<file path="src/rtl/core/med5_pkg.sv">
// Types and fixed widths for the five-sample median filter.
// No dependencies; the front end, back end, top level, checker and testbench import it.
package med5_pkg;

	localparam int TIME_BITS   = 32;
	localparam int SAMPLE_BITS = 32;

	// One input transfer: a timestamped Q16.16 sample.
	typedef struct packed {
		logic                          series_start;
		logic [TIME_BITS-1:0]          sample_time;
		logic signed [SAMPLE_BITS-1:0] sample_value;
	} in_item_t;

	// One output transfer: median value tagged with the middle timestamp.
	typedef struct packed {
		logic [TIME_BITS-1:0]          median_time;
		logic signed [SAMPLE_BITS-1:0] median_value;
	} out_item_t;

endpackage

</file>
<file path="src/rtl/core/med5_queue.sv">
// Small register queue that decouples the window front end from the sort back end.
// Depends on nothing but its parameters.
module med5_queue #(
	parameter int WIDTH = 8,
	parameter int DEPTH = 2
) (
	input  logic             clk,
	input  logic             arst_n,
	input  logic             push_valid,
	output logic             push_ready,
	input  logic [WIDTH-1:0] push_data,
	output logic             pop_valid,
	input  logic             pop_ready,
	output logic [WIDTH-1:0] pop_data
);

	localparam int PTR_W = $clog2(DEPTH);
	localparam int CNT_W = $clog2(DEPTH + 1);

	logic [WIDTH-1:0] slot_q [DEPTH];
	logic [PTR_W-1:0] wr_ptr_q;
	logic [PTR_W-1:0] rd_ptr_q;
	logic [CNT_W-1:0] count_q;
	logic             push_fire;
	logic             pop_fire;

	// Handshake status follows the fill count only.
	assign push_ready = (count_q != CNT_W'(DEPTH));
	assign pop_valid  = (count_q != '0);
	assign pop_data   = slot_q[rd_ptr_q];
	assign push_fire  = push_valid && push_ready;
	assign pop_fire   = pop_valid && pop_ready;

	// Pointers and fill count.
	always_ff @(posedge clk or negedge arst_n) begin
		if (!arst_n) begin
			wr_ptr_q <= '0;
			rd_ptr_q <= '0;
			count_q  <= '0;
		end else begin
			if (push_fire) begin
				wr_ptr_q <= (wr_ptr_q == PTR_W'(DEPTH - 1)) ? '0 : wr_ptr_q + 1'b1;
			end
			if (pop_fire) begin
				rd_ptr_q <= (rd_ptr_q == PTR_W'(DEPTH - 1)) ? '0 : rd_ptr_q + 1'b1;
			end
			if (push_fire && !pop_fire) begin
				count_q <= count_q + 1'b1;
			end else if (pop_fire && !push_fire) begin
				count_q <= count_q - 1'b1;
			end
		end
	end

	// Entry storage carries payload only and needs no reset.
	always_ff @(posedge clk) begin
		if (push_fire) begin
			slot_q[wr_ptr_q] <= push_data;
		end
	end

endmodule

</file>
<file path="src/rtl/core/med5_front.sv">
// Front end: accepts samples, keeps the sliding window and the fill count,
// and forwards every full window. Depends on med5_pkg.
module med5_front #(
	parameter int WINDOW     = 5,
	parameter int VALUE_BITS = 32
) (
	input  logic                                            clk,
	input  logic                                            arst_n,
	input  logic                                            in_valid,
	output logic                                            in_ready,
	input  med5_pkg::in_item_t                              in_data,
	output logic                                            win_valid,
	input  logic                                            win_ready,
	output logic [WINDOW*VALUE_BITS+med5_pkg::TIME_BITS-1:0] win_data
);

	import med5_pkg::*;

	localparam int CNT_W = $clog2(WINDOW + 1);
	localparam int MID   = WINDOW / 2;

	// Only the newest WINDOW-1 samples are kept; the incoming one completes the window.
	logic signed [VALUE_BITS-1:0] values_q [1:WINDOW-1];
	logic [TIME_BITS-1:0]         times_q  [MID+1:WINDOW-1];
	logic [CNT_W-1:0]             fill_q;
	logic [CNT_W-1:0]             count_base;
	logic [CNT_W-1:0]             fill_next;
	logic signed [VALUE_BITS-1:0] raw_value;
	logic                         accept;

	// Bring the Q16.16 input to the datapath width.
	if (VALUE_BITS <= SAMPLE_BITS) begin : g_trunc
		assign raw_value = in_data.sample_value[VALUE_BITS-1:0];
	end else begin : g_sext
		assign raw_value = {{(VALUE_BITS - SAMPLE_BITS){in_data.sample_value[SAMPLE_BITS-1]}},
			in_data.sample_value};
	end

	// A start flag restarts the count; the count saturates at the window size.
	always_comb begin
		count_base = in_data.series_start ? '0 : fill_q;
		fill_next  = (count_base == CNT_W'(WINDOW)) ? count_base : count_base + 1'b1;
	end

	// Only the samples that complete a window produce a queue transfer.
	assign in_ready  = win_ready;
	assign win_valid = in_valid && (fill_next == CNT_W'(WINDOW));
	assign accept    = in_valid && in_ready;

	// Window after the shift, oldest value lowest, middle timestamp on top.
	always_comb begin
		win_data = '0;
		for (int k = 0; k < WINDOW - 1; k++) begin
			win_data[k*VALUE_BITS +: VALUE_BITS] = values_q[k+1];
		end
		win_data[(WINDOW-1)*VALUE_BITS +: VALUE_BITS] = raw_value;
		win_data[WINDOW*VALUE_BITS +: TIME_BITS]      = times_q[MID+1];
	end

	// Fill count.
	always_ff @(posedge clk or negedge arst_n) begin
		if (!arst_n) begin
			fill_q <= '0;
		end else if (accept) begin
			fill_q <= fill_next;
		end
	end

	// Window shift; entries are only read once the count says they are valid.
	always_ff @(posedge clk) begin
		if (accept) begin
			for (int k = 1; k < WINDOW - 1; k++) begin
				values_q[k] <= values_q[k+1];
			end
			values_q[WINDOW-1] <= raw_value;
			for (int k = MID + 1; k < WINDOW - 1; k++) begin
				times_q[k] <= times_q[k+1];
			end
			times_q[WINDOW-1] <= in_data.sample_time;
		end
	end

endmodule

</file>
<file path="src/rtl/core/med5_back.sv">
// Back end: two-stage rank network that picks the median of a full window.
// Stage 1 registers the pairwise compares, stage 2 ranks and selects. Depends on med5_pkg.
module med5_back #(
	parameter int WINDOW     = 5,
	parameter int VALUE_BITS = 32
) (
	input  logic                                            clk,
	input  logic                                            arst_n,
	input  logic                                            win_valid,
	output logic                                            win_ready,
	input  logic [WINDOW*VALUE_BITS+med5_pkg::TIME_BITS-1:0] win_data,
	output logic                                            out_valid,
	input  logic                                            out_ready,
	output med5_pkg::out_item_t                             out_data
);

	import med5_pkg::*;

	localparam int MID    = WINDOW / 2;
	localparam int RANK_W = $clog2(WINDOW);

	logic signed [VALUE_BITS-1:0] val_in  [WINDOW];
	logic [WINDOW-1:0]            le_c    [WINDOW];
	logic                         valid_s1;
	logic [WINDOW-1:0]            le_s1   [WINDOW];
	logic signed [VALUE_BITS-1:0] val_s1  [WINDOW];
	logic [TIME_BITS-1:0]         time_s1;
	logic                         valid_s2;
	out_item_t                    med_s2;
	logic                         ready_s2;
	logic [RANK_W-1:0]            rank_c  [WINDOW];
	logic [WINDOW-1:0]            match_c;
	logic [VALUE_BITS-1:0]        median_c;
	logic [SAMPLE_BITS-1:0]       median_out;

	// Stage enables: each stage loads when its successor can take its content.
	assign ready_s2  = !valid_s2 || out_ready;
	assign win_ready = !valid_s1 || ready_s2;

	// Unpack the window and compare every earlier sample against every later one.
	// le_c[i][j] for j < i says sample j sorts before sample i (ties keep arrival order).
	always_comb begin
		for (int k = 0; k < WINDOW; k++) begin
			val_in[k] = win_data[k*VALUE_BITS +: VALUE_BITS];
		end
		for (int i = 0; i < WINDOW; i++) begin
			le_c[i] = '0;
			for (int j = 0; j < i; j++) begin
				le_c[i][j] = (val_in[j] <= val_in[i]);
			end
		end
	end

	// Stage 1 valid.
	always_ff @(posedge clk or negedge arst_n) begin
		if (!arst_n) begin
			valid_s1 <= 1'b0;
		end else if (win_ready) begin
			valid_s1 <= win_valid;
		end
	end

	// Stage 1 payload.
	always_ff @(posedge clk) begin
		if (win_valid && win_ready) begin
			le_s1   <= le_c;
			val_s1  <= val_in;
			time_s1 <= win_data[WINDOW*VALUE_BITS +: TIME_BITS];
		end
	end

	// Rank of each sample in the stable sort; exactly one sample has the middle rank.
	always_comb begin
		median_c = '0;
		for (int i = 0; i < WINDOW; i++) begin
			rank_c[i] = '0;
			for (int j = 0; j < WINDOW; j++) begin
				if (j < i) begin
					rank_c[i] = rank_c[i] + RANK_W'(le_s1[i][j]);
				end else if (j > i) begin
					rank_c[i] = rank_c[i] + RANK_W'(!le_s1[j][i]);
				end
			end
			match_c[i] = (rank_c[i] == RANK_W'(MID));
			median_c   = median_c | (val_s1[i] & {VALUE_BITS{match_c[i]}});
		end
	end

	// Return the median to the 32-bit output format.
	if (VALUE_BITS >= SAMPLE_BITS) begin : g_out_trunc
		assign median_out = median_c[SAMPLE_BITS-1:0];
	end else begin : g_out_sext
		assign median_out = {{(SAMPLE_BITS - VALUE_BITS){median_c[VALUE_BITS-1]}}, median_c};
	end

	// Stage 2 valid, which is also the output valid.
	always_ff @(posedge clk or negedge arst_n) begin
		if (!arst_n) begin
			valid_s2 <= 1'b0;
		end else if (ready_s2) begin
			valid_s2 <= valid_s1;
		end
	end

	// Stage 2 payload, held while the output transfer is stalled.
	always_ff @(posedge clk) begin
		if (valid_s1 && ready_s2) begin
			med_s2.median_time  <= time_s1;
			med_s2.median_value <= median_out;
		end
	end

	assign out_valid = valid_s2;
	assign out_data  = med_s2;

endmodule

</file>
<file path="src/rtl/core/median_of_five_filter.sv">
// Sliding-window median filter (default window five) with timestamp tag.
// Throughput: one sample per cycle unless the output stalls; one result per window.
// Path: a full window is written into the queue, then passes the two back-end stages
// (compare, then rank and select) before its result is offered.
// Reset (arst_n low, asynchronous) empties the window, the queue and the pipeline.
module median_of_five_filter #(
	parameter int WINDOW     = 5,
	parameter int VALUE_BITS = 32
) (
	input  logic                clk,
	input  logic                arst_n,
	input  logic                in_valid,
	output logic                in_ready,
	input  med5_pkg::in_item_t  in_data,
	output logic                out_valid,
	input  logic                out_ready,
	output med5_pkg::out_item_t out_data
);

	import med5_pkg::*;

	localparam int ENTRY_W     = WINDOW * VALUE_BITS + TIME_BITS;
	localparam int QUEUE_DEPTH = 2;

	logic               win_valid;
	logic               win_ready;
	logic [ENTRY_W-1:0] win_data;
	logic               job_valid;
	logic               job_ready;
	logic [ENTRY_W-1:0] job_data;

	// Window keeping and classification of each sample.
	med5_front #(
		.WINDOW     (WINDOW),
		.VALUE_BITS (VALUE_BITS)
	) u_front (
		.clk       (clk),
		.arst_n    (arst_n),
		.in_valid  (in_valid),
		.in_ready  (in_ready),
		.in_data   (in_data),
		.win_valid (win_valid),
		.win_ready (win_ready),
		.win_data  (win_data)
	);

	// Full windows waiting for the sort network.
	med5_queue #(
		.WIDTH (ENTRY_W),
		.DEPTH (QUEUE_DEPTH)
	) u_queue (
		.clk        (clk),
		.arst_n     (arst_n),
		.push_valid (win_valid),
		.push_ready (win_ready),
		.push_data  (win_data),
		.pop_valid  (job_valid),
		.pop_ready  (job_ready),
		.pop_data   (job_data)
	);

	// Median selection and output register.
	med5_back #(
		.WINDOW     (WINDOW),
		.VALUE_BITS (VALUE_BITS)
	) u_back (
		.clk       (clk),
		.arst_n    (arst_n),
		.win_valid (job_valid),
		.win_ready (job_ready),
		.win_data  (job_data),
		.out_valid (out_valid),
		.out_ready (out_ready),
		.out_data  (out_data)
	);

endmodule

</file>
<file path="config.mk">
export PLATFORM = sky130hd
export DESIGN_NAME = median_of_five_filter
export DESIGN_NICKNAME = d
export VERILOG_FILES = /design/src/rtl/core/med5_pkg.sv /design/src/rtl/core/med5_queue.sv /design/src/rtl/core/med5_front.sv /design/src/rtl/core/med5_back.sv /design/src/rtl/core/median_of_five_filter.sv
export SDC_FILE = /design/constraint.sdc
export NUM_CORES = 1
export LEC_CHECK = 0
export ABC_CLOCK_PERIOD_IN_PS = 32200
export BUFFER_PORTS_ARGS = -buffer_cell sky130_fd_sc_hd__buf_2
export CELL_PAD_IN_SITES_DETAIL_PLACEMENT = 1
export CELL_PAD_IN_SITES_GLOBAL_PLACEMENT = 1
export CORE_ASPECT_RATIO = 0.5
export CORE_MARGIN = 4
export CORE_UTILIZATION = 57
export DETAILED_ROUTE_END_ITERATION = 10
export PLACE_DENSITY = 0.85
export SLEW_MARGIN = 20
export SYNTH_ARGS = -nofsm -noshare
export SYNTH_HDL_FRONTEND = slang
export SYNTH_SLANG_ARGS = --single-unit
</file>
<file path="constraint.sdc">
create_clock -name clk -period 32.2 [get_ports clk]
set_clock_uncertainty 0.2 [all_clocks]
set_input_delay 3.22 -clock clk [delete_from_list [all_inputs] [get_ports clk]]
set_output_delay 3.22 -clock clk [all_outputs]
set_load 0.01 [all_outputs]
</file>
==> impl_metrics.py <==
metrics = {
    "run_status": {
        "status": "completed",
    },
    "synthesis": {
        "synth_top_cell_by_area": "edfxtp_1",
        "syn_nets": 2628,
        "avgSynthCellArea_um2": 16.35,
        "syn-cell-area_mm2": 0.03630,
        "yosysUniqueCellTypes": 42,
        "netlist_instances": 2221,
        "synth_flop_cell": "edfxtp_1",
        "yosysWarnings": 0,
        "yosys-top-cells-count": "edfxtp_1 (842), ha_1 (333), inv_1 (161)",
        "async_reset_ff_share_pct": 1.058,
        "yosysTopAreaCellShare_pct": 69.65,
        "yosysSeqAreaShare_pct": 70.27,
        "post-synth-top-count-cell": "edfxtp_1",
        "ys_ff_latch": 851,
        "synth.area.top_cells": "edfxtp_1 (70%), ha_1 (11%), mux2i_1 (3.5%)",
        "synth_edf_count": 842,
    },
    "cts": {
        "clkSinkCount": 851,
        "clkSlewWorstSetupHoldPaths_ns": 0.08,
        "cts_resized": 0,
        "htreeDepth": 3,
        "holdBufCountCts": 0,
        "numCtsBuffers": 74,
        "insertion_delay_ns": 0.64,
        "cts_tree": "yes",
        "cts_setup_buffers": 0,
        "cts_root_buf": "clkbuf_16",
        "clockBufferDepth": 3,
    },
    "grt": {
        "grt.total_usage_pct": 29.27,
        "grt_max_degree": 153,
        "grt_antenna_before_repair": 5,
        "grt_overflow_total": 0,
        "grt_pass1_vias": 22600,
        "grt_pass1_wl_um": 146500,
    },
    "setup_path": {
        "critPathBufInv": 3,
        "critical_path_arrival_ns": 6.33,
        "crit_family": "buffers and inverters",
        "startpoint": "in_data[64]",
        "crit_path_end_kind": "flip-flop",
        "cp_slowest_cell": "buf_4",
        "start_kind": "input port",
        "cp.required_ns": 32.26,
        "slowest_delay_ns": 0.80,
        "crit_fanout": 135,
        "rr_startpoint": "u_queue.rd_ptr_q",
        "path_cells": "buf_2 -> nor2_1 -> ha_1 -> nand2_1 -> o32ai_1 -> o211ai_1 -> nor2_4 -> buf_12 -> buf_4",
        "critPathKind": "in -> reg",
    },
    "floorplanning": {
        "start_util_pct": 57.60,
        "core.rowCount": 65,
        "ioPinCount": 135,
        "die_w_um": 364.9,
        "fp.dieH_um": 186.5,
        "die-area_mm2": 0.06804,
        "core_area_mm2": 0.06303,
    },
    "final_layout": {
        "multiInputGateArea_mm2": 0.01010,
        "seqCellArea_mm2": 0.02551,
        "fill_cells": 5626,
        "layout.nets": 2817,
        "drive_above_1_share_pct": 13.54,
        "syn2layout_area_growth_pct": 11.46,
    },
    "drt": {
        "wl_per_cell_um": 30.06,
        "vias": 21330,
        "drc": 0,
        "drtPass1Iterations": 8,
        "routed_wl_um": 99320,
        "via_per_inst": 6.456,
        "drt_iter0_drc": 2862,
        "ant_nets": 0,
    },
    "power": {
        "total_power_w": 0.004202,
        "power_density_mw_per_mm2": 103.9,
        "power_leakage_nw": 15.65,
        "ir_drop_mv": 0.06446,
    },
    "sta": {
        "finalSetupTns_ns": 0,
        "setup_viol_count_final": 0,
        "final-hold-violation-count": 0,
        "worst_pin_slew_ns": 1.096,
        "rsz0062_at_grt": "no",
        "min_period_over_period_pct": 19.50,
        "min_period_ns": 6.278,
        "fmax_mhz": 159.3,
        "final_max_slew_viol_count": 0,
        "slew_headroom_pct": 26.92,
    },
    "placement": {
        "port_buffers": 134,
        "routabilityCongestion": 0.9185,
        "dp_hpwl_um": 65820,
    },
    "min_path": {
        "hold_class": "reg -> reg",
        "hp-start": "u_back.time_s1[28]",
    },
    "flow_run": {
        "drv_cap": 0,
    },
}
-- worst reg2reg max path: stages (launching register included) --
cell and delay, ns:
dfrtp_4 0.87, buf_4 0.81, buf_4 1.05, mux2i_1 0.62, inv_1 0.19, ha_1 0.33
nand2_1 0.06, nor4_1 0.71, a21boi_1 0.44, o31ai_1 0.17, o211ai_1 0.15, mux2_1 0.37
-- placed cells by master, fill, tap and decap left out, types with 4 or more instances in the layout --
master     Yosys  final
a21o_1        34     34
ha_1         333    333
inv_6          0      4
a222oi_1      32     32
nand2b_1       5      5
o211ai_1      12     12
and4_1         9      9
clkinv_1       0     13
nand3_1       32     32
o21ai_0       48     48
nand4_1       62     62
a221o_1        9      9
buf_4          0     13
bufinv_16      0      5
a21oi_1      152    152
fa_1           5      5
nor2_1        19     16
buf_2         15    134
mux2_1        10     10
edfxtp_1     842    842
a22oi_1       32     32
dfrtp_1        9      8
clkinv_2       0     12
clkbuf_16      0     76
nor4_1        19     19
a211o_1        8      8
buf_12         0      4
clkbuf_1      20     14
mux2_2        65     65
inv_1        161    160
nand2_1      119    119
nor3b_4        0      4
mux2i_1      128    128
nor3_1        11     11
-- per-stage QoR --
stage	hold slack, ns	cell area (um2)	util, %	instances	setup WS [ns]
2_1_floorplan	0.2003	36300	-	2221	13.24
3_3_place_gp	0.2011	38100	60.44	3170	25.42
3_5_place_dp	0.2057	38100	60.44	3170	25.29
4_1_cts	0.2147	40440	64.16	3302	25.96
5_1_grt	0.2255	40460	64.20	3304	25.69
6_report	0.2074	40460	64.20	3304	25.92
-- cell families (layout without fill, tap and decap cells) --
| group | count (synthesis) | count (layout) | share of synthesized area (%) |
|---|---|---|---|
| other cells | 0 | 1 | 0 |
| fa+ha+maj | 338 | 338 | 11.75 |
| xor+xnor | 6 | 6 | 0.1448 |
| flops | 851 | 851 | 70.27 |
| mux | 203 | 203 | 5.856 |
| buf+inv | 199 | 444 | 2.109 |
| compound gates | 339 | 339 | 5.983 |
| simple gates | 285 | 285 | 3.888 |
-- registers in the layout (all words and copies together) (netlist names) --
signal / cells
u_back.out_data: 64
u_queue.wr_ptr_q: 1
u_back.valid_s1: 1
u_queue.rd_ptr_q: 1
u_front.times_q: 64
u_front.values_q: 128
u_back.val_s1: 160
u_queue.slot_q: 384
u_queue.count_q: 2
u_back.time_s1: 32
u_front.fill_q: 3
u_back.le_s1: 10
u_back.out_valid: 1
-- path summary, 6_finish.rpt --
kind | end | slack, ns | cells after the start
max | u_queue.slot_q[0][126] | 25.92 | 9
min | u_back.out_data[60] | 0.21 | 0
max reg2reg | u_back.le_s1[2] | 26.00 | 11
min reg2reg | u_back.out_data[60] | 0.21 | 0
max in group asynchronous | u_queue.rd_ptr_q | 29.28 | 1
min in group asynchronous | u_back.out_valid | 2.27 | 1
-- final cells by class --
| cell class | instances | share of cell area [%] |
|---|---|---|
| tap | 837 | 2.588 |
| antenna | 1 | 0.006184 |
| timing repair buffer | 151 | 2.096 |
| sequential | 851 | 63.05 |
| multi-input combinational | 1171 | 24.95 |
| inverter | 161 | 1.512 |
| clock inverter | 41 | 0.9307 |
| clock buffer | 91 | 4.864 |
-- power breakdown --
group,switching [W],internal (W)
Combinational,0.00110,0.000507
Sequential,0.000117,0.00160
Clock,0.000406,0.000479
Total,0.00162,0.00258
-- layer usage --
| metal | wire length [um] | GRT usage (%) |
|---|---|---|
| met1 | 39410 | 40.35 |
| met2 | 47460 | 47.17 |
| met3 | 9383 | 6.840 |
| met4 | 3017 | 8.436 |
| met5 | 50 | 0 |
Note: power is estimated with default switching activity, not from simulation.
